**src/rtl/date_period_overlap_days_macros.svh**
```systemverilog
// ----------------------------------------------------------------------------
// date_period_overlap_days_macros.svh
// Assertion macros shared by the date period overlap block.
// ----------------------------------------------------------------------------
`ifndef DATE_PERIOD_OVERLAP_DAYS_MACROS_SVH
`define DATE_PERIOD_OVERLAP_DAYS_MACROS_SVH

// consequent holds in the same cycle as the antecedent
`define DPOD_ASSERT_NOW(lbl, clk, rst, ante, cons) \
   lbl: assert property (@(posedge clk) disable iff (rst) (ante) |-> (cons)) \
      else $error("dpod assertion failed");

// consequent holds in the cycle after the antecedent
`define DPOD_ASSERT_NEXT(lbl, clk, rst, ante, cons) \
   lbl: assert property (@(posedge clk) disable iff (rst) (ante) |=> (cons)) \
      else $error("dpod assertion failed");

`endif

```
**src/rtl/dpod_pkg.sv**
```systemverilog
// ----------------------------------------------------------------------------
// dpod_pkg
// Types, constants and calendar tables for the date period overlap block.
// ----------------------------------------------------------------------------
package dpod_pkg;

   localparam int YEAR_W   = 14;
   localparam int MONTH_W  = 4;
   localparam int DAY_W    = 5;
   localparam int DAYNUM_W = 22;

   localparam logic [YEAR_W-1:0] YEAR_MAX  = 14'd9999;
   localparam logic [14:0]       YEAR_BIAS = 15'd400;
   localparam logic [23:0]       DAYS_PER_YEAR = 24'd365;

   // floor(x / 100) == (x * 5243) >> 19 for x below 43699
   localparam logic [27:0] DIV100_MUL = 28'd5243;
   localparam int          DIV100_SHIFT = 19;

   typedef struct packed {
      logic [YEAR_W-1:0]  year;
      logic [MONTH_W-1:0] month;
      logic [DAY_W-1:0]   day;
   } date_type;

   typedef enum logic [1:0] {
      STATUS_OK       = 2'd0,
      STATUS_REVERSED = 2'd1,
      STATUS_BAD_DATE = 2'd2
   } status_type;

   // days in a month; 0 for a month code that means nothing
   function automatic logic [DAY_W-1:0] month_length(input logic [MONTH_W-1:0] m,
                                                      input logic leap);
      logic [DAY_W-1:0] len;
      unique case (m)
         4'd1, 4'd3, 4'd5, 4'd7, 4'd8, 4'd10, 4'd12: len = 5'd31;
         4'd4, 4'd6, 4'd9, 4'd11:                    len = 5'd30;
         4'd2:                                       len = leap ? 5'd29 : 5'd28;
         default:                                    len = 5'd0;
      endcase
      return len;
   endfunction

   // days from March 1 to the first of the month, year counted from March
   function automatic logic [8:0] month_offset(input logic [MONTH_W-1:0] m);
      logic [8:0] ofs;
      unique case (m)
         4'd3:    ofs = 9'd0;
         4'd4:    ofs = 9'd31;
         4'd5:    ofs = 9'd61;
         4'd6:    ofs = 9'd92;
         4'd7:    ofs = 9'd122;
         4'd8:    ofs = 9'd153;
         4'd9:    ofs = 9'd184;
         4'd10:   ofs = 9'd214;
         4'd11:   ofs = 9'd245;
         4'd12:   ofs = 9'd275;
         4'd1:    ofs = 9'd306;
         4'd2:    ofs = 9'd337;
         default: ofs = 9'd0;
      endcase
      return ofs;
   endfunction

endpackage

```
**src/rtl/dpod_req_if.sv**
```systemverilog
// ----------------------------------------------------------------------------
// dpod_req_if
// Request channel: two date periods per word.
// ----------------------------------------------------------------------------
interface dpod_req_if;
   logic        valid;
   logic        ready;
   logic [13:0] p1_start_year;
   logic [3:0]  p1_start_month;
   logic [4:0]  p1_start_day;
   logic [13:0] p1_end_year;
   logic [3:0]  p1_end_month;
   logic [4:0]  p1_end_day;
   logic [13:0] p2_start_year;
   logic [3:0]  p2_start_month;
   logic [4:0]  p2_start_day;
   logic [13:0] p2_end_year;
   logic [3:0]  p2_end_month;
   logic [4:0]  p2_end_day;

   modport source (
      output valid,
      input  ready,
      output p1_start_year, p1_start_month, p1_start_day,
      output p1_end_year, p1_end_month, p1_end_day,
      output p2_start_year, p2_start_month, p2_start_day,
      output p2_end_year, p2_end_month, p2_end_day
   );

   modport sink (
      input  valid,
      output ready,
      input  p1_start_year, p1_start_month, p1_start_day,
      input  p1_end_year, p1_end_month, p1_end_day,
      input  p2_start_year, p2_start_month, p2_start_day,
      input  p2_end_year, p2_end_month, p2_end_day
   );
endinterface

```
**src/rtl/dpod_rsp_if.sv**
```systemverilog
// ----------------------------------------------------------------------------
// dpod_rsp_if
// Response channel: overlap day count and status per word.
// ----------------------------------------------------------------------------
interface dpod_rsp_if;
   logic        valid;
   logic        ready;
   logic [21:0] overlap_days;
   logic [1:0]  status;

   modport source (
      output valid,
      input  ready,
      output overlap_days, status
   );

   modport sink (
      input  valid,
      output ready,
      input  overlap_days, status
   );
endinterface

```
**src/rtl/dpod_day_num.sv**
```systemverilog
// ----------------------------------------------------------------------------
// dpod_day_num
// Checks one Gregorian date and converts it to a linear day number.
// ----------------------------------------------------------------------------
module dpod_day_num
   import dpod_pkg::*;
(
   input  date_type              date,
   output logic [DAYNUM_W-1:0]   day_num,
   output logic                  date_ok
);

   logic [27:0] y_prod;
   logic [7:0]  y_cent;
   logic [13:0] y_rem_full;
   logic [6:0]  y_rem;
   logic        leap;
   logic [14:0] yy;
   logic [27:0] yy_prod;
   logic [7:0]  yy_cent;
   logic [23:0] dn_sum;

   // leap year test: century and remainder from a reciprocal multiply
   assign y_prod     = {14'b0, date.year} * DIV100_MUL;
   assign y_cent     = y_prod[DIV100_SHIFT +: 8];
   assign y_rem_full = date.year - 14'({6'b0, y_cent} * 14'd100);
   assign y_rem      = y_rem_full[6:0];
   assign leap       = (y_rem == 7'd0) ? (y_cent[1:0] == 2'b00)
                                       : (date.year[1:0] == 2'b00);

   assign date_ok = (date.year <= YEAR_MAX) && (date.month >= 4'd1) &&
                    (date.month <= 4'd12) && (date.day != 5'd0) &&
                    (date.day <= month_length(date.month, leap));

   // year starts in March, so Jan and Feb belong to the previous year
   assign yy      = {1'b0, date.year} + YEAR_BIAS - ((date.month <= 4'd2) ? 15'd1 : 15'd0);
   assign yy_prod = {13'b0, yy} * DIV100_MUL;
   assign yy_cent = yy_prod[DIV100_SHIFT +: 8];

   assign dn_sum = {9'b0, yy} * DAYS_PER_YEAR
                 + {11'b0, yy[14:2]}
                 - {16'b0, yy_cent}
                 + {18'b0, yy_cent[7:2]}
                 + {15'b0, month_offset(date.month)}
                 + {19'b0, date.day}
                 - 24'd1;

   assign day_num = dn_sum[DAYNUM_W-1:0];

endmodule

```
**src/rtl/date_period_overlap_days.sv**
```systemverilog
// A word passes the input register, day number register and response register.
// Throughput: one word per cycle while rsp_ch.ready is not held low; each register
// advances whenever the stage after it is free.
// Reset (synchronous, active high) empties all three stages; payload is not cleared.
// ----------------------------------------------------------------------------
// date_period_overlap_days
// Counts the days shared by two inclusive Gregorian date periods.
// ----------------------------------------------------------------------------
module date_period_overlap_days
   import dpod_pkg::*;
(
   input  logic           clock,
   input  logic           reset,
   dpod_req_if.sink       req_ch,
   dpod_rsp_if.source     rsp_ch
);

   // stage valids
   logic a_vld_ff, a_vld_in;
   logic b_vld_ff, b_vld_in;
   logic o_vld_ff, o_vld_in;
   logic a_free, b_free, o_free;

   // payload
   date_type              a_date_ff [4];
   date_type              a_date_in [4];
   logic [DAYNUM_W-1:0]   dn        [4];
   logic                  dn_ok     [4];
   logic [DAYNUM_W-1:0]   b_dn_ff   [4];
   logic [DAYNUM_W-1:0]   b_dn_in   [4];
   logic                  b_bad_ff, b_bad_in;
   logic [DAYNUM_W-1:0]   o_count_ff, o_count_in;
   status_type            o_status_ff, o_status_in;

   logic                  reversed;
   logic [DAYNUM_W-1:0]   lo, hi;

   assign o_free = !o_vld_ff || rsp_ch.ready;
   assign b_free = !b_vld_ff || o_free;
   assign a_free = !a_vld_ff || b_free;

   assign req_ch.ready = a_free;

   assign a_vld_in = a_free ? req_ch.valid : a_vld_ff;
   assign b_vld_in = b_free ? a_vld_ff : b_vld_ff;
   assign o_vld_in = o_free ? b_vld_ff : o_vld_ff;

   always_comb begin
      a_date_in = a_date_ff;
      if (a_free && req_ch.valid) begin
         a_date_in[0] = '{req_ch.p1_start_year, req_ch.p1_start_month, req_ch.p1_start_day};
         a_date_in[1] = '{req_ch.p1_end_year,   req_ch.p1_end_month,   req_ch.p1_end_day};
         a_date_in[2] = '{req_ch.p2_start_year, req_ch.p2_start_month, req_ch.p2_start_day};
         a_date_in[3] = '{req_ch.p2_end_year,   req_ch.p2_end_month,   req_ch.p2_end_day};
      end
   end

   for (genvar gi = 0; gi < 4; gi++) begin : g_dn
      dpod_day_num u_day_num (
         .date    (a_date_ff[gi]),
         .day_num (dn[gi]),
         .date_ok (dn_ok[gi])
      );
   end

   always_comb begin
      b_dn_in  = b_dn_ff;
      b_bad_in = b_bad_ff;
      if (b_free && a_vld_ff) begin
         b_dn_in  = dn;
         b_bad_in = !(dn_ok[0] && dn_ok[1] && dn_ok[2] && dn_ok[3]);
      end
   end

   // overlap is min(end) - max(start) + 1 when not negative
   assign reversed = (b_dn_ff[1] < b_dn_ff[0]) || (b_dn_ff[3] < b_dn_ff[2]);
   assign lo       = (b_dn_ff[0] > b_dn_ff[2]) ? b_dn_ff[0] : b_dn_ff[2];
   assign hi       = (b_dn_ff[1] < b_dn_ff[3]) ? b_dn_ff[1] : b_dn_ff[3];

   always_comb begin
      o_count_in  = o_count_ff;
      o_status_in = o_status_ff;
      if (o_free && b_vld_ff) begin
         priority if (b_bad_ff) begin
            o_status_in = STATUS_BAD_DATE;
            o_count_in  = '0;
         end else if (reversed) begin
            o_status_in = STATUS_REVERSED;
            o_count_in  = '0;
         end else if (hi >= lo) begin
            o_status_in = STATUS_OK;
            o_count_in  = hi - lo + 22'd1;
         end else begin
            o_status_in = STATUS_OK;
            o_count_in  = '0;
         end
      end
   end

   always_ff @(posedge clock) begin
      if (reset) begin
         a_vld_ff <= 1'b0;
         b_vld_ff <= 1'b0;
         o_vld_ff <= 1'b0;
      end else begin
         a_vld_ff <= a_vld_in;
         b_vld_ff <= b_vld_in;
         o_vld_ff <= o_vld_in;
      end
   end

   always_ff @(posedge clock) begin
      a_date_ff   <= a_date_in;
      b_dn_ff     <= b_dn_in;
      b_bad_ff    <= b_bad_in;
      o_count_ff  <= o_count_in;
      o_status_ff <= o_status_in;
   end

   assign rsp_ch.valid        = o_vld_ff;
   assign rsp_ch.overlap_days = o_count_ff;
   assign rsp_ch.status       = o_status_ff;

`include "date_period_overlap_days_macros.svh"

   `DPOD_ASSERT_NOW(a_no_count_on_fault, clock, reset, o_vld_ff && (o_status_ff != STATUS_OK), o_count_ff == '0)
   `DPOD_ASSERT_NEXT(a_accept_loads, clock, reset, req_ch.valid && req_ch.ready, a_vld_ff)
   `DPOD_ASSERT_NEXT(a_mid_advances, clock, reset, b_vld_ff && o_free, o_vld_ff)

endmodule

```
**src/flat_wrapper.sv**
```systemverilog
// flat-port wrapper written by rule: the top's interface ports become plain ports
module date_period_overlap_days_flat import dpod_pkg::*;
  (clock, reset, req_ch_valid, req_ch_ready, req_ch_p1_start_year, req_ch_p1_start_month, req_ch_p1_start_day, req_ch_p1_end_year, req_ch_p1_end_month, req_ch_p1_end_day, req_ch_p2_start_year, req_ch_p2_start_month, req_ch_p2_start_day, req_ch_p2_end_year, req_ch_p2_end_month, req_ch_p2_end_day, rsp_ch_valid, rsp_ch_ready, rsp_ch_overlap_days, rsp_ch_status);
  dpod_req_if req_ch_i ();
  dpod_rsp_if rsp_ch_i ();
  input  logic clock;
  input  logic reset;
  input wire logic [$bits(req_ch_i.valid)-1:0] req_ch_valid;
  output wire logic [$bits(req_ch_i.ready)-1:0] req_ch_ready;
  input wire logic [$bits(req_ch_i.p1_start_year)-1:0] req_ch_p1_start_year;
  input wire logic [$bits(req_ch_i.p1_start_month)-1:0] req_ch_p1_start_month;
  input wire logic [$bits(req_ch_i.p1_start_day)-1:0] req_ch_p1_start_day;
  input wire logic [$bits(req_ch_i.p1_end_year)-1:0] req_ch_p1_end_year;
  input wire logic [$bits(req_ch_i.p1_end_month)-1:0] req_ch_p1_end_month;
  input wire logic [$bits(req_ch_i.p1_end_day)-1:0] req_ch_p1_end_day;
  input wire logic [$bits(req_ch_i.p2_start_year)-1:0] req_ch_p2_start_year;
  input wire logic [$bits(req_ch_i.p2_start_month)-1:0] req_ch_p2_start_month;
  input wire logic [$bits(req_ch_i.p2_start_day)-1:0] req_ch_p2_start_day;
  input wire logic [$bits(req_ch_i.p2_end_year)-1:0] req_ch_p2_end_year;
  input wire logic [$bits(req_ch_i.p2_end_month)-1:0] req_ch_p2_end_month;
  input wire logic [$bits(req_ch_i.p2_end_day)-1:0] req_ch_p2_end_day;
  output wire logic [$bits(rsp_ch_i.valid)-1:0] rsp_ch_valid;
  input wire logic [$bits(rsp_ch_i.ready)-1:0] rsp_ch_ready;
  output wire logic [$bits(rsp_ch_i.overlap_days)-1:0] rsp_ch_overlap_days;
  output wire logic [$bits(rsp_ch_i.status)-1:0] rsp_ch_status;
  assign req_ch_i.valid = req_ch_valid;
  assign req_ch_ready = req_ch_i.ready;
  assign req_ch_i.p1_start_year = req_ch_p1_start_year;
  assign req_ch_i.p1_start_month = req_ch_p1_start_month;
  assign req_ch_i.p1_start_day = req_ch_p1_start_day;
  assign req_ch_i.p1_end_year = req_ch_p1_end_year;
  assign req_ch_i.p1_end_month = req_ch_p1_end_month;
  assign req_ch_i.p1_end_day = req_ch_p1_end_day;
  assign req_ch_i.p2_start_year = req_ch_p2_start_year;
  assign req_ch_i.p2_start_month = req_ch_p2_start_month;
  assign req_ch_i.p2_start_day = req_ch_p2_start_day;
  assign req_ch_i.p2_end_year = req_ch_p2_end_year;
  assign req_ch_i.p2_end_month = req_ch_p2_end_month;
  assign req_ch_i.p2_end_day = req_ch_p2_end_day;
  assign rsp_ch_valid = rsp_ch_i.valid;
  assign rsp_ch_i.ready = rsp_ch_ready;
  assign rsp_ch_overlap_days = rsp_ch_i.overlap_days;
  assign rsp_ch_status = rsp_ch_i.status;
  date_period_overlap_days u_core (.clock(clock), .reset(reset), .req_ch(req_ch_i), .rsp_ch(rsp_ch_i));
endmodule
```
**config.mk**
```make
export PLATFORM = sky130hd
export DESIGN_NAME = date_period_overlap_days_flat
export DESIGN_NICKNAME = d
export VERILOG_FILES = /design/src/rtl/dpod_pkg.sv /design/src/rtl/dpod_req_if.sv /design/src/rtl/dpod_rsp_if.sv /design/src/rtl/dpod_day_num.sv /design/src/rtl/date_period_overlap_days.sv /design/src/flat_wrapper.sv
export VERILOG_INCLUDE_DIRS = /design/src /design/src/rtl
export SDC_FILE = /design/constraint.sdc
export NUM_CORES = 2
export LEC_CHECK = 0
export BUFFER_PORTS_ARGS = -buffer_cell sky130_fd_sc_hd__buf_2
export CAP_MARGIN = 20
export CORE_MARGIN = 1.5
export CORE_UTILIZATION = 62
export CTS_CLUSTER_DIAMETER = 50
export DETAILED_ROUTE_END_ITERATION = 7
export PLACE_DENSITY = 0.79
export RECOVER_POWER = 100
export SLEW_MARGIN = 0
export SYNTH_ARGS = -nofsm -noshare
export SYNTH_HDL_FRONTEND = slang
export SYNTH_HIERARCHICAL = 1
export SYNTH_SLANG_ARGS = --single-unit
export TNS_END_PERCENT = 5
```
**constraint.sdc**
```tcl
create_clock -name clock -period 28.5 [get_ports clock]
set_clock_uncertainty 0.15 [all_clocks]
set_input_delay 0 -clock clock [delete_from_list [all_inputs] [get_ports clock]]
set_output_delay 0 -clock clock [all_outputs]
set_load 0.05 [all_outputs]
```
==> flow_summary.yaml <==
outcome:
  outcome: "finished, violations left"
  violations: "capacitance limit, slew limit"
routing:
  vias: 41850
  drt-pass1-iter-count: 7
  viasPerCell: 5.550
  drtIter0Drc: 2530
  postRouteAntennaNets: 0
  route.detailed.drc: 0
  routedWlPerCell_um: 18.40
  wl_mm: 138.8
critical_path:
  endpoint_kind: "flop"
  worstSetupStartpointType: "flop"
  crit_buf_inv: 11
  critPathTopFamily: "adder cells"
  rr_worst_depth: 48
  critPathMaxFanout: 18
  required_ns: 28.69
  crit_type: "reg -> reg"
  cp.depth: 48
  r2r_slack_ns: 13.51
  crit_arrival_ns: 15.18
  cpMostUsedCell: "inv_1"
  max_stage_delay_ns: 1.25
  slowest_stage: "a2111oi_0"
timing:
  holdWs_ns: 0.01085
  max_freq_mhz: 66.71
  tns_ns: 0
  min_period_ns: 14.99
  hold_viol: 0
  worst_slew_pin_slew_ns: 3.404
  slew_headroom_pct: -126.9
  fin_crit_sh_pct: 52.60
  slew_viol_final: 226
  setup_viol: 0
  rsz0062_at_grt: "no"
clock_network:
  cts_root_buf: "clkbuf_16"
  cts_sinks: 208
  clk_pin_slew_worst_paths_ns: 0.06
  ctsResizeCount: 0
  cts_htree_levels: 2
  cts_hold_buf: 184
  post-cts-setup-buffer-count: 0
  clk_path_buf_depth: 3
  insertion_delay_ns: 0.60
  cts_tree: "done"
  numCtsBuffers: 41
place:
  gp_congestion: 0.9712
  portBuffers: 121
  dp_hpwl_mm: 117.9
  dpl_cell_area_um2: 61680
logic_synthesis:
  ys_types: 111
  synth_area_per_cell_um2: 10.08
  netlist_instances: 5878
  synth_ff_type: "edfxtp_1"
  syn_area_um2: 59230
  async_flop_share_pct: 0
  synth_edf_count: 205
  ys_seq_elements: 208
  synth-seq-area-share_pct: 10.49
  syn_nets: 8246
  ys.warnings.count: 6
die:
  num_rows: 113
  die_h_um: 312.1
  die_w_um: 312.1
  start_util_pct: 62.43
  ios: 122
  dieArea_um2: 97400
  core_um2: 94870
run:
  cap_violations: 6
layout:
  final_cell_mix: "inv_1, ha_1, fa_1"
  drive_gt1_share_pct: 4.382
  layout_commonest_cell: "inv_1"
  num_antenna_cells: 0
  fill_cells: 6993
  syn_to_final_growth_pct: 9.265
  postLayoutCellArea_um2: 64720
  layout.nets: 8612
global_route:
  grt_pass1_wl_mm: 231.0
  grt_max_degree: 59
  grt_pass1_vias: 45850
  track_usage_pct: 29.70
  grt_overflow_total: 0
  antenna_found_initial: 3
worst_hold_path:
  hold_depth: 2
  hold_class: "in -> reg"
[stage by stage]
step / std cells / setup slack (ns) / utilization, %
detailed placement: 7281 / 14.70 / 65.01
global route: 7541 / 12.58 / 68.22
global placement: 7281 / 15.02 / 65.01
CTS: 7540 / 14.64 / 68.46
floorplan: 5878 / 15.67 / -
finish: 7541 / 13.51 / 68.22
[registers in the layout (all words and copies together), names as in the netlist]
| register | cells |
|---|---|
| u_core/a_vld_ff | 1 |
| u_core/b_bad_ff | 1 |
| u_core/b_vld_ff | 1 |
| u_core/b_dn_ff | 88 |
| u_core/rsp_ch.overlap_days | 22 |
| u_core/a_date_ff | 92 |
| u_core/rsp_ch.status | 2 |
| u_core/rsp_ch.valid | 1 |
[path summary, 6_finish.rpt]
check | start | endpoint
hold / removal | req_ch_p1_end_month[0] | u_core/a_date_ff[51]
setup / recovery | u_core/a_date_ff[31] | u_core/b_dn_ff[43]
hold reg to reg | u_core/a_vld_ff | u_core/b_vld_ff
setup reg to reg | u_core/a_date_ff[31] | u_core/b_dn_ff[43]
[routing by layer]
metal,vias up,part of all wire [%],GRT usage (%)
li1,19660,-,-
met1,20700,41,38.05
met2,1170,49,51.38
met3,318,5.3,3.829
met4,2,4.1,11.24
met5,-,0.011,0
[logic make-up (layout without fill, tap and decap cells)]
logic type	after synthesis	after routing	share of synthesized area (%)
AOI/OAI and AO/OA	701	701	8.025
xor gates and xnor gates	265	265	4.083
adders and majority gates	2272	2272	59.54
buffers and inverters	1710	2108	10.91
DFF	208	208	10.49
muxes	73	73	1.409
and+or+nand+nor	649	649	5.541
[Yosys cell counts, types with 8 or more instances]
master     number  area (µm²)
inv_1        1683        6317
ha_1         1361       17030
fa_1          911       18240
edfxtp_1      205        6156
a21oi_1       195       975.9
xnor2_1       193        1690
nor2_1        168       630.6
nand2_1       132       495.5
o21ai_0       122       610.6
a21o_1         67       503.0
xor2_1         64       560.5
nand3_1        54       270.3
nor2b_1        45       281.5
mux2i_1        44       440.4
nand2b_1       42       262.8
nor3_1         42       210.2
nand4_1        37       231.5
a31oi_1        32       200.2
o21a_1         32       240.2
a211oi_1       29       217.7
o21bai_1       24       180.2
and3_1         23       143.9
mux2_2         20       225.2
o211ai_1       20       150.1
or2_2          20       125.1
clkbuf_1       18       67.56
a211o_1        16       140.1
nor4_1         16       100.1
or3_1          15       93.84
o31ai_1        13       97.59
o22ai_1        12       75.07
o31a_1         10       87.58
a21boi_0        9       67.56
o21ai_1         9       45.04
a2111oi_0       8       70.07
and2_1          8       50.05
nand3b_1        8       60.06
[final cells by class]
| type | instances | area (µm²) | area share, % |
|---|---|---|---|
| inverters | 1685 | 6325 | 9.773 |
| flip-flops and latches | 208 | 6216 | 9.605 |
| well taps | 1265 | 1583 | 2.446 |
| clock inverters | 29 | 340.3 | 0.5259 |
| repair buffers | 348 | 2706 | 4.182 |
| clock buffers | 46 | 1087 | 1.680 |
| multi-input cells | 3960 | 46460 | 71.79 |
Power is left out: the tool's default activity adds up to more than one toggle a clock period on the data nets, which glitch-free logic cannot reach.
